### src/sv/assert_macros.svh
// assertion macros used by the datapath rtl file
`ifndef ASSERT_MACROS_SVH
`define ASSERT_MACROS_SVH

// assertion on an explicit clock and active-low reset
`define ASSERT_ON(label, clk, rst_n, prop, msg) \
  label: assert property (@(posedge clk) disable iff (!rst_n) prop) else $error(msg);

// assertion on the default clock and reset names
`define ASSERT_DEF(label, prop, msg) \
  `ASSERT_ON(label, clk_i, rst_ni, prop, msg)

`endif

### src/sv/ksu_pkg.sv
// package: types, constants and codes of the ks uniform statistic block
package ksu_pkg;

  localparam int THRESHOLDS_DEF  = 100;
  localparam int MAX_SAMPLES_DEF = 1000;
  localparam int SAMPLES_W       = 10;
  localparam int FMT_W           = 2;

  localparam logic [FMT_W-1:0] FMT_BYTE = 2'd0;
  localparam logic [FMT_W-1:0] FMT_WORD = 2'd1;
  localparam logic [FMT_W-1:0] FMT_HIGH = 2'd2;

  typedef struct packed {
    logic [63:0] sample_raw;
    logic        last_sample;
  } in_item_t;

  typedef struct packed {
    logic signed [31:0]    k_plus;
    logic signed [31:0]    k_minus;
    logic [SAMPLES_W-1:0]  samples_used;
  } out_item_t;

  typedef struct packed {
    logic take;
    logic rd_bin;
    logic wr_bin;
    logic walk_init;
    logic walk_rd;
    logic walk_acc;
    logic walk_cmp;
    logic sqrt_step;
    logic mul_p;
    logic mul_m;
    logic div_step;
    logic load_out;
  } ksu_cmd_t;

  typedef struct packed {
    logic last;
    logic walk_last;
    logic sqrt_last;
    logic div_last;
    logic out_free;
  } ksu_sts_t;

endpackage

### src/sv/ksu_ctrl.sv
// controller state machine sequencing sample update, bin walk, root and divisions
module ksu_ctrl import ksu_pkg::*; (
  input  logic     clk_i,
  input  logic     rst_ni,
  input  logic     in_valid_i,
  output logic     in_stall_o,
  input  ksu_sts_t sts_i,
  output ksu_cmd_t cmd_o
);

  localparam logic [3:0] S_IDLE = 4'd0;
  localparam logic [3:0] S_RD   = 4'd1;
  localparam logic [3:0] S_WR   = 4'd2;
  localparam logic [3:0] S_WRD  = 4'd3;
  localparam logic [3:0] S_WACC = 4'd4;
  localparam logic [3:0] S_WCMP = 4'd5;
  localparam logic [3:0] S_SQRT = 4'd6;
  localparam logic [3:0] S_MULP = 4'd7;
  localparam logic [3:0] S_DIVP = 4'd8;
  localparam logic [3:0] S_MULM = 4'd9;
  localparam logic [3:0] S_DIVM = 4'd10;
  localparam logic [3:0] S_OUT  = 4'd11;

  logic [3:0] state_q, state_d;

  always_ff @(posedge clk_i or negedge rst_ni) begin
    if (!rst_ni) begin
      state_q <= S_IDLE;
    end else begin
      state_q <= state_d;
    end
  end

  assign in_stall_o = (state_q != S_IDLE);

  always_comb begin
    state_d = state_q;
    cmd_o   = '0;
    case (state_q)
      S_IDLE: begin
        if (in_valid_i) begin
          cmd_o.take = 1'b1;
          state_d    = S_RD;
        end
      end
      S_RD: begin
        cmd_o.rd_bin = 1'b1;
        state_d      = S_WR;
      end
      S_WR: begin
        cmd_o.wr_bin = 1'b1;
        if (sts_i.last) begin
          cmd_o.walk_init = 1'b1;
          state_d         = S_WRD;
        end else begin
          state_d = S_IDLE;
        end
      end
      S_WRD: begin
        cmd_o.walk_rd = 1'b1;
        state_d       = S_WACC;
      end
      S_WACC: begin
        cmd_o.walk_acc = 1'b1;
        state_d        = S_WCMP;
      end
      S_WCMP: begin
        cmd_o.walk_cmp = 1'b1;
        state_d        = sts_i.walk_last ? S_SQRT : S_WRD;
      end
      S_SQRT: begin
        cmd_o.sqrt_step = 1'b1;
        if (sts_i.sqrt_last) state_d = S_MULP;
      end
      S_MULP: begin
        cmd_o.mul_p = 1'b1;
        state_d     = S_DIVP;
      end
      S_DIVP: begin
        cmd_o.div_step = 1'b1;
        if (sts_i.div_last) state_d = S_MULM;
      end
      S_MULM: begin
        cmd_o.mul_m = 1'b1;
        state_d     = S_DIVM;
      end
      S_DIVM: begin
        cmd_o.div_step = 1'b1;
        if (sts_i.div_last) state_d = S_OUT;
      end
      S_OUT: begin
        if (sts_i.out_free) begin
          cmd_o.load_out = 1'b1;
          state_d        = S_IDLE;
        end
      end
      default: state_d = S_IDLE;
    endcase
  end

endmodule

### src/sv/ksu_dp.sv
// datapath: histogram memory, bin walk, integer root, shared divider, result register
`include "assert_macros.svh"
module ksu_dp import ksu_pkg::*; #(
  parameter int THRESHOLDS  = THRESHOLDS_DEF,
  parameter int MAX_SAMPLES = MAX_SAMPLES_DEF
) (
  input  logic             clk_i,
  input  logic             rst_ni,
  input  in_item_t         in_item_i,
  input  logic             cfg_valid_i,
  input  logic [FMT_W-1:0] cfg_data_i,
  input  ksu_cmd_t         cmd_i,
  output ksu_sts_t         sts_o,
  output logic             out_valid_o,
  output out_item_t        out_item_o,
  input  logic             out_stall_i
);

  localparam int CNT_W = $clog2(MAX_SAMPLES + 1);
  localparam int TW    = $clog2(THRESHOLDS + 1);
  localparam int IW    = $clog2(THRESHOLDS);
  localparam int DW    = CNT_W + TW;
  localparam int VW    = CNT_W + 32 + (CNT_W % 2);
  localparam int SW    = VW / 2;
  localparam int PW    = DW + SW;
  localparam int SCW   = $clog2(SW);
  localparam int DCW   = $clog2(PW);

  logic [FMT_W-1:0] fmt_q;
  logic [31:0]      u_q;
  logic             uvld_q, last_q;
  logic [CNT_W-1:0] cnt_q;
  logic             taken_q, inrange_q;
  logic [IW-1:0]    bin_q;
  logic [32+TW-1:0] bin_prod;
  logic [TW-1:0]    bin_c;
  logic             inrange_c;
  logic [IW-1:0]    rd_addr;
  logic [CNT_W-1:0] mem_q [THRESHOLDS];
  logic [CNT_W-1:0] rd_q, rd_val;
  logic             rd_vld_q;
  logic [THRESHOLDS-1:0] vld_q;
  logic             wr_en;
  logic [IW-1:0]    idx_q;
  logic [CNT_W-1:0] cum_q;
  logic [DW-1:0]    b_q, a_c, dp_q, dm_q, denom_q;
  logic             have_p_q, have_m_q;
  logic [VW-1:0]    v_q;
  logic [SW+1:0]    rem_q, rem_t, trial;
  logic [SW-1:0]    root_q;
  logic [SCW-1:0]   sq_cnt_q;
  logic [PW-1:0]    div_num_q;
  logic [DW-1:0]    div_rem_q;
  logic [DW:0]      drem_t;
  logic             dge;
  logic [DCW-1:0]   div_cnt_q;
  logic [31:0]      kp_q, neg_s, quot32;
  logic             out_valid_q;
  out_item_t        out_item_q;

  assign bin_prod  = (32+TW)'(u_q) * (32+TW)'(THRESHOLDS) + (32+TW)'(33'h0_FFFF_FFFF);
  assign bin_c     = bin_prod[32+TW-1:32];
  assign inrange_c = (bin_c < TW'(THRESHOLDS));
  assign rd_addr   = cmd_i.walk_rd ? idx_q : bin_c[IW-1:0];
  assign rd_val    = rd_vld_q ? rd_q : '0;
  assign wr_en     = cmd_i.wr_bin && taken_q && inrange_q;
  assign a_c       = DW'(cum_q) * DW'(THRESHOLDS);
  assign rem_t     = {rem_q[SW-1:0], v_q[VW-1:VW-2]};
  assign trial     = {root_q, 2'b01};
  assign drem_t    = {div_rem_q, div_num_q[PW-1]};
  assign dge       = (drem_t >= {1'b0, denom_q});
  assign neg_s     = 32'(0) - 32'(root_q);
  assign quot32    = 32'(div_num_q[SW-1:0]);

  always_ff @(posedge clk_i) begin
    if (wr_en) mem_q[bin_q] <= rd_val + CNT_W'(1);
    rd_q     <= mem_q[rd_addr];
    rd_vld_q <= vld_q[rd_addr];
  end

  always_ff @(posedge clk_i or negedge rst_ni) begin
    if (!rst_ni) begin
      fmt_q       <= FMT_BYTE;
      cnt_q       <= '0;
      vld_q       <= '0;
      out_valid_q <= 1'b0;
    end else begin
      if (cfg_valid_i) fmt_q <= cfg_data_i;
      if (cmd_i.rd_bin && uvld_q && (cnt_q < CNT_W'(MAX_SAMPLES))) cnt_q <= cnt_q + CNT_W'(1);
      if (wr_en) vld_q[bin_q] <= 1'b1;
      if (cmd_i.walk_acc) vld_q[idx_q] <= 1'b0;
      if (cmd_i.load_out) begin
        out_valid_q <= 1'b1;
        cnt_q       <= '0;
      end else if (!out_stall_i) begin
        out_valid_q <= 1'b0;
      end
    end
  end

  always_ff @(posedge clk_i) begin
    if (cmd_i.take) begin
      last_q <= in_item_i.last_sample;
      case (fmt_q)
        FMT_BYTE: begin
          u_q    <= {in_item_i.sample_raw[7:0], 24'h0};
          uvld_q <= 1'b1;
        end
        FMT_WORD: begin
          u_q    <= in_item_i.sample_raw[31:0];
          uvld_q <= 1'b1;
        end
        FMT_HIGH: begin
          u_q    <= in_item_i.sample_raw[63:32];
          uvld_q <= 1'b1;
        end
        default: begin
          u_q    <= '0;
          uvld_q <= 1'b0;
        end
      endcase
    end
    if (cmd_i.rd_bin) begin
      taken_q   <= uvld_q && (cnt_q < CNT_W'(MAX_SAMPLES));
      bin_q     <= bin_c[IW-1:0];
      inrange_q <= inrange_c;
    end
    if (cmd_i.walk_init) begin
      idx_q    <= '0;
      cum_q    <= '0;
      b_q      <= '0;
      dp_q     <= '0;
      dm_q     <= '0;
      have_p_q <= 1'b0;
      have_m_q <= 1'b0;
      denom_q  <= DW'(cnt_q) * DW'(THRESHOLDS);
      v_q      <= VW'(cnt_q) << 32;
      rem_q    <= '0;
      root_q   <= '0;
      sq_cnt_q <= '0;
    end
    if (cmd_i.walk_acc) cum_q <= cum_q + rd_val;
    if (cmd_i.walk_cmp) begin
      if (a_c > b_q) begin
        if (!have_p_q || ((a_c - b_q) > dp_q)) dp_q <= a_c - b_q;
        have_p_q <= 1'b1;
      end else if (b_q > a_c) begin
        if (!have_m_q || ((b_q - a_c) > dm_q)) dm_q <= b_q - a_c;
        have_m_q <= 1'b1;
      end
      b_q   <= b_q + DW'(cnt_q);
      idx_q <= idx_q + IW'(1);
    end
    if (cmd_i.sqrt_step) begin
      if (rem_t >= trial) begin
        rem_q  <= rem_t - trial;
        root_q <= {root_q[SW-2:0], 1'b1};
      end else begin
        rem_q  <= rem_t;
        root_q <= {root_q[SW-2:0], 1'b0};
      end
      v_q      <= v_q << 2;
      sq_cnt_q <= sq_cnt_q + SCW'(1);
    end
    if (cmd_i.mul_p || cmd_i.mul_m) begin
      div_num_q <= PW'(cmd_i.mul_p ? dp_q : dm_q) * PW'(root_q);
      div_rem_q <= '0;
      div_cnt_q <= '0;
    end
    if (cmd_i.mul_m) kp_q <= have_p_q ? quot32 : neg_s;
    if (cmd_i.div_step) begin
      div_rem_q <= dge ? DW'(drem_t - {1'b0, denom_q}) : drem_t[DW-1:0];
      div_num_q <= {div_num_q[PW-2:0], dge};
      div_cnt_q <= div_cnt_q + DCW'(1);
    end
    if (cmd_i.load_out) begin
      out_item_q.k_plus       <= kp_q;
      out_item_q.k_minus      <= have_m_q ? quot32 : neg_s;
      out_item_q.samples_used <= SAMPLES_W'(cnt_q);
    end
  end

  assign sts_o.last      = last_q;
  assign sts_o.walk_last = (idx_q == IW'(THRESHOLDS - 1));
  assign sts_o.sqrt_last = (sq_cnt_q == SCW'(SW - 1));
  assign sts_o.div_last  = (div_cnt_q == DCW'(PW - 1));
  assign sts_o.out_free  = !out_valid_q || !out_stall_i;
  assign out_valid_o     = out_valid_q;
  assign out_item_o      = out_item_q;

  `ASSERT_DEF(a_cnt_cap, cnt_q <= CNT_W'(MAX_SAMPLES), "sample count above cap")
  `ASSERT_DEF(a_walk_clears, cmd_i.walk_cmp && sts_o.walk_last |=> vld_q == '0, "histogram not cleared")
  `ASSERT_DEF(a_quot_bound, cmd_i.div_step && sts_o.div_last && denom_q != '0 |=> div_num_q <= PW'(root_q), "quotient above root")

endmodule

### src/sv/kolmogorov_smirnov_uniform_statistic.sv
// top level: ks statistic of a sample stream against the uniform distribution
// an ordinary item is accepted, then its histogram bin is read, then written back
// an item marked last then also runs a read, accumulate and compare step per bin,
// SW root steps, and two PW-step divisions on one divider
// a finished result waits in the output register while the next item is taken
// reset clears the histogram valid bits, sample count and format register at once
module kolmogorov_smirnov_uniform_statistic import ksu_pkg::*; #(
  parameter int THRESHOLDS  = THRESHOLDS_DEF,
  parameter int MAX_SAMPLES = MAX_SAMPLES_DEF
) (
  input  logic             clk_i,
  input  logic             rst_ni,
  input  logic             in_valid_i,
  output logic             in_stall_o,
  input  in_item_t         in_item_i,
  output logic             out_valid_o,
  input  logic             out_stall_i,
  output out_item_t        out_item_o,
  input  logic             cfg_valid_i,
  output logic             cfg_ready_o,
  input  logic [FMT_W-1:0] cfg_data_i
);

  ksu_cmd_t cmd;
  ksu_sts_t sts;

  assign cfg_ready_o = 1'b1;

  ksu_ctrl u_ctrl (
    .clk_i      (clk_i),
    .rst_ni     (rst_ni),
    .in_valid_i (in_valid_i),
    .in_stall_o (in_stall_o),
    .sts_i      (sts),
    .cmd_o      (cmd)
  );

  ksu_dp #(
    .THRESHOLDS  (THRESHOLDS),
    .MAX_SAMPLES (MAX_SAMPLES)
  ) u_dp (
    .clk_i       (clk_i),
    .rst_ni      (rst_ni),
    .in_item_i   (in_item_i),
    .cfg_valid_i (cfg_valid_i),
    .cfg_data_i  (cfg_data_i),
    .cmd_i       (cmd),
    .sts_o       (sts),
    .out_valid_o (out_valid_o),
    .out_item_o  (out_item_o),
    .out_stall_i (out_stall_i)
  );

endmodule
### config.mk
export PLATFORM = sky130hd
export DESIGN_NAME = kolmogorov_smirnov_uniform_statistic
export DESIGN_NICKNAME = d
export VERILOG_FILES = /design/src/sv/ksu_pkg.sv /design/src/sv/ksu_ctrl.sv /design/src/sv/ksu_dp.sv /design/src/sv/kolmogorov_smirnov_uniform_statistic.sv
export VERILOG_INCLUDE_DIRS = /design/src /design/src/sv
export SDC_FILE = /design/constraint.sdc
export NUM_CORES = 2
export LEC_CHECK = 0
export BUFFER_PORTS_ARGS = -buffer_cell sky130_fd_sc_hd__buf_4
export CAP_MARGIN = 20
export CORE_ASPECT_RATIO = 1.25
export CORE_MARGIN = 5
export CORE_UTILIZATION = 40
export CTS_BUF_LIST = sky130_fd_sc_hd__clkbuf_8
export DETAILED_ROUTE_END_ITERATION = 10
export GPL_ROUTABILITY_DRIVEN = 0
export PLACE_DENSITY_LB_ADDON = 0.05
export SETUP_SLACK_MARGIN = 0.3
export SYNTH_ARGS = -nofsm -noshare
export SYNTH_HDL_FRONTEND = slang
export SYNTH_SLANG_ARGS = --single-unit
### constraint.sdc
create_clock -name clk_i -period 21.9 [get_ports clk_i]
set_input_delay 3.285 -clock clk_i [delete_from_list [all_inputs] [get_ports clk_i]]
set_output_delay 3.285 -clock clk_i [all_outputs]
set_load 0.03 [all_outputs]
## Word level (Yosys, flattened, before mapping)

Memories as Yosys holds them, arrays and structs flattened. A register that Yosys moved wholly into a read port is not among the register bits.
Cells that the tools add are included.

| word-level totals | value |
|---|---|
| register bits after elaboration | 440 |
| bits in writable memories | 1000 |
| input port bits | 72 |
| output and inout bits | 77 |
| logic and storage cells | 198 |
| memories kept | 1 |

Memories:

| name | words | bits a word | rd ports | clocked after memory_dff | wr ports | line | text |
|---|---|---|---|---|---|---|---|
| u_dp.mem_q | 100 | 10 | 1 | 1 | 1 | ksu_dp.sv:39 | `logic [CNT_W-1:0] mem_q [THRESHOLDS];` |

| cells by class | value |
|---|---|
| add/subtract/negate cells | 13 |
| $mul | 4 |
| magnitude comparators | 13 |
| eq/ne operators | 22 |
| muxes and demuxes | 82 |
| bitwise operators | 3 |
| reductions and logical operators | 26 |

Operators with widths:

| cell | number |
|---|---|
| 17-bit 2-to-1 mux | 15 |
| 100-bit 2-to-1 mux | 2 |
| 21-bit 2-to-1 mux | 7 |
| 100-bit AND | 1 |
| 100-bit NOT | 1 |
| 100-bit bitwise OR | 1 |
| 32-bit one-hot mux with 3 select lines | 1 |
| 42-bit 2-to-1 mux | 2 |
| 38-bit 2-to-1 mux | 2 |
| 17-bit greater-than comparator | 4 |
| 17-bit subtractor | 3 |
| 10-bit 2-to-1 mux | 5 |
| 4-bit one-hot mux with 12 select lines | 1 |
| 39-bit by 32-bit adder with 39-bit output (second input constant) | 1 |
| 17-bit by 21-bit multiplier with 38-bit output | 1 |
| 32-bit by 5-bit multiplier with 37-bit output (second input constant) | 1 |
| 10-bit by 5-bit multiplier with 15-bit output (second input constant) | 2 |
| 1-bit 2-to-1 mux | 29 |
| 7-bit by 8-bit < comparator with 1-bit output (second input constant) | 3 |
| 23-bit >= comparator | 1 |
| 1-bit by 21-bit subtractor with 22-bit output (first input constant) | 1 |
| 7-bit 2-to-1 mux | 3 |
| 21-bit subtractor | 1 |
| 10-bit by 1-bit adder with 10-bit output (second input constant) | 2 |
| other kinds (37) | 73 |

## Longest topological paths before layout

| depth | value |
|---|---|
| word-level depth | 8 |
| mapped depth | 37 |
| gate-level depth less buffers | 33 |

## Hierarchy

Synthesis repeated with hierarchy kept, for this count alone.

| unflattened totals | value |
|---|---|
| cells, all modules | 7312 |
| area total of the unflattened synthesis | 82313.9 µm² |

By module, submodules not included:

| module | instances | cells each | area an instance (µm²) | sequential area each (µm²) |
|---|---|---|---|---|
| ksu_dp | 1 | 7262 | 81947.3 | 42385.7 |
| ksu_ctrl | 1 | 48 | 355.3 | 100.1 |
| kolmogorov_smirnov_uniform_statistic | 1 | 2 | 11.3 | 0.0 |

## Least setup slack after synthesis

Ideal clock, no wire load.

| path | value |
|---|---|
| kind | register to register |
| start point | reg u_ctrl.state_q[2] |
| end point | reg u_dp.div_num_q[32], data pin |
| setup time | 0.271 ns |
| arrival time | 8.251 ns |
| slack | 13.378 ns |
| stages on the path, launching flop included | 34 |
| path buffers | 5 |
| path through | dfrtp_1 -> clkbuf_1 -> nor2b_1 -> clkbuf_1 -> nand2_1 -> clkbuf_1 -> clkbuf_1 -> o21ai_0 -> clkbuf_1 -> nand2_1 -> fa_1 -> inv_1 -> fa_1 -> inv_1 -> fa_1 -> inv_1 -> fa_1 -> inv_1 -> fa_1 -> inv_1 -> fa_1 -> ha_1 -> o21a_1 -> o21ai_0 -> a31oi_1 -> a31o_2 -> o41a_1 -> a221oi_1 -> o2111ai_1 -> a2111o_1 -> a31o_2 -> a21oi_1 -> xor2_1 -> a21oi_1 |

| on the way | value |
|---|---|
| word-level cells in the longest chain between the ends | 6 |
| elaborated cells on any way between the ends | 10 |
| those cells by class | 1 x mul; 3 x eq/ne; 5 x mux; 1 x reduce/logical |

RTL lines:

| item | line | text |
|---|---|---|
| from (decl) | ksu_ctrl.sv:24 | `logic [3:0] state_q, state_d;` |
| from (signal assigned) | ksu_ctrl.sv:30 | `state_q <= state_d;` |
| 4-bit by 3-bit equality test with 1-bit output | ksu_ctrl.sv:39 | `case (state_q)` |
| 1-bit 2-to-1 mux | ksu_ctrl.sv:39 |  |
| 17-bit 2-to-1 mux | ksu_dp.sv:166 | `div_num_q <= PW'(cmd_i.mul_p ? dp_q : dm_q) * PW'(root_q);` |
| 17-bit by 21-bit multiplier with 38-bit output | ksu_dp.sv:166 |  |
| 38-bit 2-to-1 mux | ksu_dp.sv:165 | `if (cmd_i.mul_p \|\| cmd_i.mul_m) begin` |
| 38-bit 2-to-1 mux (*) | ksu_dp.sv:171 | `if (cmd_i.div_step) begin` |
| to (signal assigned) | ksu_dp.sv:166 |  |
| to (signal assigned) | ksu_dp.sv:173 | `div_num_q <= {div_num_q[PW-2:0], dge};` |
| to (decl) | ksu_dp.sv:52 | `logic [PW-1:0] div_num_q;` |

Mark *: on every way between the ends. The rest lies on a longest branch, timed or not. The select of a mux whose other input is x is not followed.
A chain may end at the register's enable or synchronous reset.

## Worst setup path in the final report

| path | value |
|---|---|
| start point | reg u_ctrl.state_q[2] |
| end point | reg u_dp.div_num_q[37], data pin |

Same word-level chain as after synthesis.

==> impl_metrics.toml <==
[floorplan]
core_um2 = 202800
rows = 185
die-area_um2 = 212600
die_h_um = 514.3
die_x_um = 413.4
initial_utilization = 0.4014
io_pins = 149

[logic_synthesis]
synth_edf_count = 1286
syn_inst = 7031
ys.flop_type = "edfxtp_1"
synth_top_area_cell = "edfxtp_1"
yosys_warnings = 0
synthTopCellsByArea = "edfxtp_1 47%, fa_1 8.0%, ha_1 6.4%"
yosysUniqueCellTypes = 84
synth_top_area_frac = 0.4745
synth_area_um2 = 81380
syn_area_per_cell_um2 = 11.57
ys_seq_area_frac = 0.5221
ys_ff_latch = 1450
ys_async_sr_fraction = 0.08069
syn-num-nets = 7843
synth.most_common_cell = "edfxtp_1"
synth.top_cells.by_count = "1286 x edfxtp_1, 860 x nand2_1, 707 x inv_1"

[sta]
finalHoldViolCount = 0
tns_ns = 0
min_period_over_period = 0.4457
fin_skew_ns = 0.07470
maxSlewHeadroom = 0.1872
setup_viol = 0
layout_setup_ws_ns = 12.14
whs_ns = 0.3781
layout_min_cycle_time_ns = 9.760
report.final.slew_viol_count = 0
rsz0062_at_grt = "no"
worstMarginPinSlew_ns = 1.219
max_freq_mhz = 102.5

[layout]
nFillCells = 19143
finalNonFillerCells = 10191
final_area_um2 = 90870
syn_to_final_growth_pct = 11.66
drive_gt1_frac = 0.1081
fin_util = 0.4482
fin_nets = 8083

[placed_design]
dp_slack_ns = 12.10
dp_hpwl_um = 175300
io_buffers = 147
placed_cell_area_um2 = 86010
dp.cells = 9733

[min_path]
hold_path_depth = 0
hold_class = "register to register"

[global_route]
use_met3 = 0.03172
grt_pass1_vias = 55926
grt_max_degree = 123
use_met1 = 0.2784
grt_busiest_layer = "met2"
grt_util_all_layers = 0.2355
antenna_found_initial = 5
grt_pass1_wl_um = 370800
grt_util_met2 = 0.4216
gr-total-overflow = 0

[cts]
cts_hold_buf = 0
cts_root_buf = "clkbuf_8"
cts_buffers = 237
clkTransAtPathRegs_ns = 0.06
cts_setup_buffers = 0
cts_buffer_depth = 3
cts_tree = "done"
clock_latency_ns = 1.04
h-tree-depth = 4
clock_sinks = 1450
cts_resized = 0

[routing]
postRouteAntennaNets = 0
vias_per_cell = 5.335
drt_iter0_drc = 3831
wirelength_um = 252000
vias = 54372
drc = 0
wl_per_cell_um = 24.73
dr.pass1.iters = 6

[worst_setup_path]
crit_fanout = 40
rr_worst_depth = 33
critPathCaptureType = "register"
start_kind = "register"
crit_type = "register to register"
cpPeakStageDelay_ns = 0.57
cpMaxStageDelayCell = "fa_1"
cp.required_ns = 22.63
arrival_ns = 10.49

[run]
cap_violations = 0

[power_and_ir_drop]
power_mw = 9.105
power_density_nw_per_um2 = 100.2
leakagePower_nw = 37.02
peakVddDrop_mv = 0.08809

[run_status]
status = "completed"
-- cell type report --
class	instances	area (um^2)	share of cell area
repair buffers	354	2825	0.03109
clock inverters	191	1276	0.01404
flip-flops and latches	1450	42490	0.4675
diodes	6	15.01	0.0001652
well taps	2711	3392	0.03733
multi-input cells	4511	34730	0.3822
clock buffers	251	3455	0.03802
inverters	717	2691	0.02962
-- path summary, 6_finish.rpt --
kind | from | end | slack, ns
hold reg to reg | u_dp.kp_q[17]$_DFFE_PP_ | u_dp.out_item_o[59]$_DFFE_PP_ | 0.38
min in group asynchronous | rst_ni | u_dp.fmt_q[1]$_DFFE_PN0P_ | 2.30
max in group asynchronous | rst_ni | u_dp.vld_q[37]$_DFF_PN0_ | 18.18
setup reg to reg | u_ctrl.state_q[2]$_DFFE_PN0P_ | u_dp.div_num_q[37]$_DFFE_PP_ | 12.14
hold / removal | u_dp.kp_q[17]$_DFFE_PP_ | u_dp.out_item_o[59]$_DFFE_PP_ | 0.38
setup / recovery | u_ctrl.state_q[2]$_DFFE_PN0P_ | u_dp.div_num_q[37]$_DFFE_PP_ | 12.14
-- sequential cells by signal, indices dropped and copies added, names as in the netlist, 10 cells and up --
name	count
u_dp.b_q	17
u_dp.u_q	32
u_dp.denom_q	15
u_dp.rem_q	21
u_dp.root_q	21
u_dp.div_rem_q	17
u_dp.v_q	10
u_dp.cum_q	10
u_dp.out_item_o	54
u_dp.mem_q	1000
u_dp.kp_q	22
u_dp.rd_q	10
u_dp.dm_q	17
u_dp.cnt_q	10
u_dp.dp_q	17
u_dp.div_num_q	38
u_dp.vld_q	100
-- power breakdown --
group          switching [mW]  internal [mW]  total, mW
Sequential              0.130           3.40       3.53
Clock                    1.18           1.22       2.39
Combinational            2.12           1.06       3.18
-- cells by family (layout without fill, tap and decap cells) --
group	count (synthesis)	in the layout	share of synthesized area
muxes	593	593	0.07437
buffers and inverters	1070	1513	0.05424
and+or+nand+nor	1938	1938	0.1031
xor gates and xnor gates	185	185	0.01991
other	1	7	0.00004608
adders and majority gates	740	740	0.1438
DFF	1450	1450	0.5221
AOI/OAI and AO/OA	1054	1054	0.08251
-- layer usage --
metal | share of wire | up-vias
li1 | - | 25071
met1 | 0.39 | 27319
met2 | 0.51 | 1469
met3 | 0.043 | 511
met4 | 0.054 | 2
met5 | 0.000052 | -
-- cell usage in the layout (no fill, tap or decap), drive strengths merged, types with 36 or more instances in the layout --
master	synthesis	routed
mux2i	515	515
dfrtp	117	117
dfxtp	47	47
fa	325	325
clkbuf	213	252
o21ai	210	210
xnor2	122	122
edfxtp	1286	1286
nand2b	36	36
nor2	554	554
and2	80	80
xor2	63	63
o211ai	86	86
a21o	69	69
a21oi	343	343
nand2	860	860
nand3	180	180
nor3	69	69
mux2	78	78
o21bai	45	45
buf	140	353
inv	709	795
clkinv	8	101
a22oi	58	58
ha	415	415
-- worst max-delay path, delay by kind of cell, from the launching register on --
kind	cells	cell delay (ns)
AOI/OAI and AO/OA	11	3.15
and+or+nand+nor	6	1.17
adders and majority gates	7	3.42
DFF	1	0.50
buffers and inverters	8	1.06
xor gates and xnor gates	1	0.15
Power figures use the tool's default switching activity.
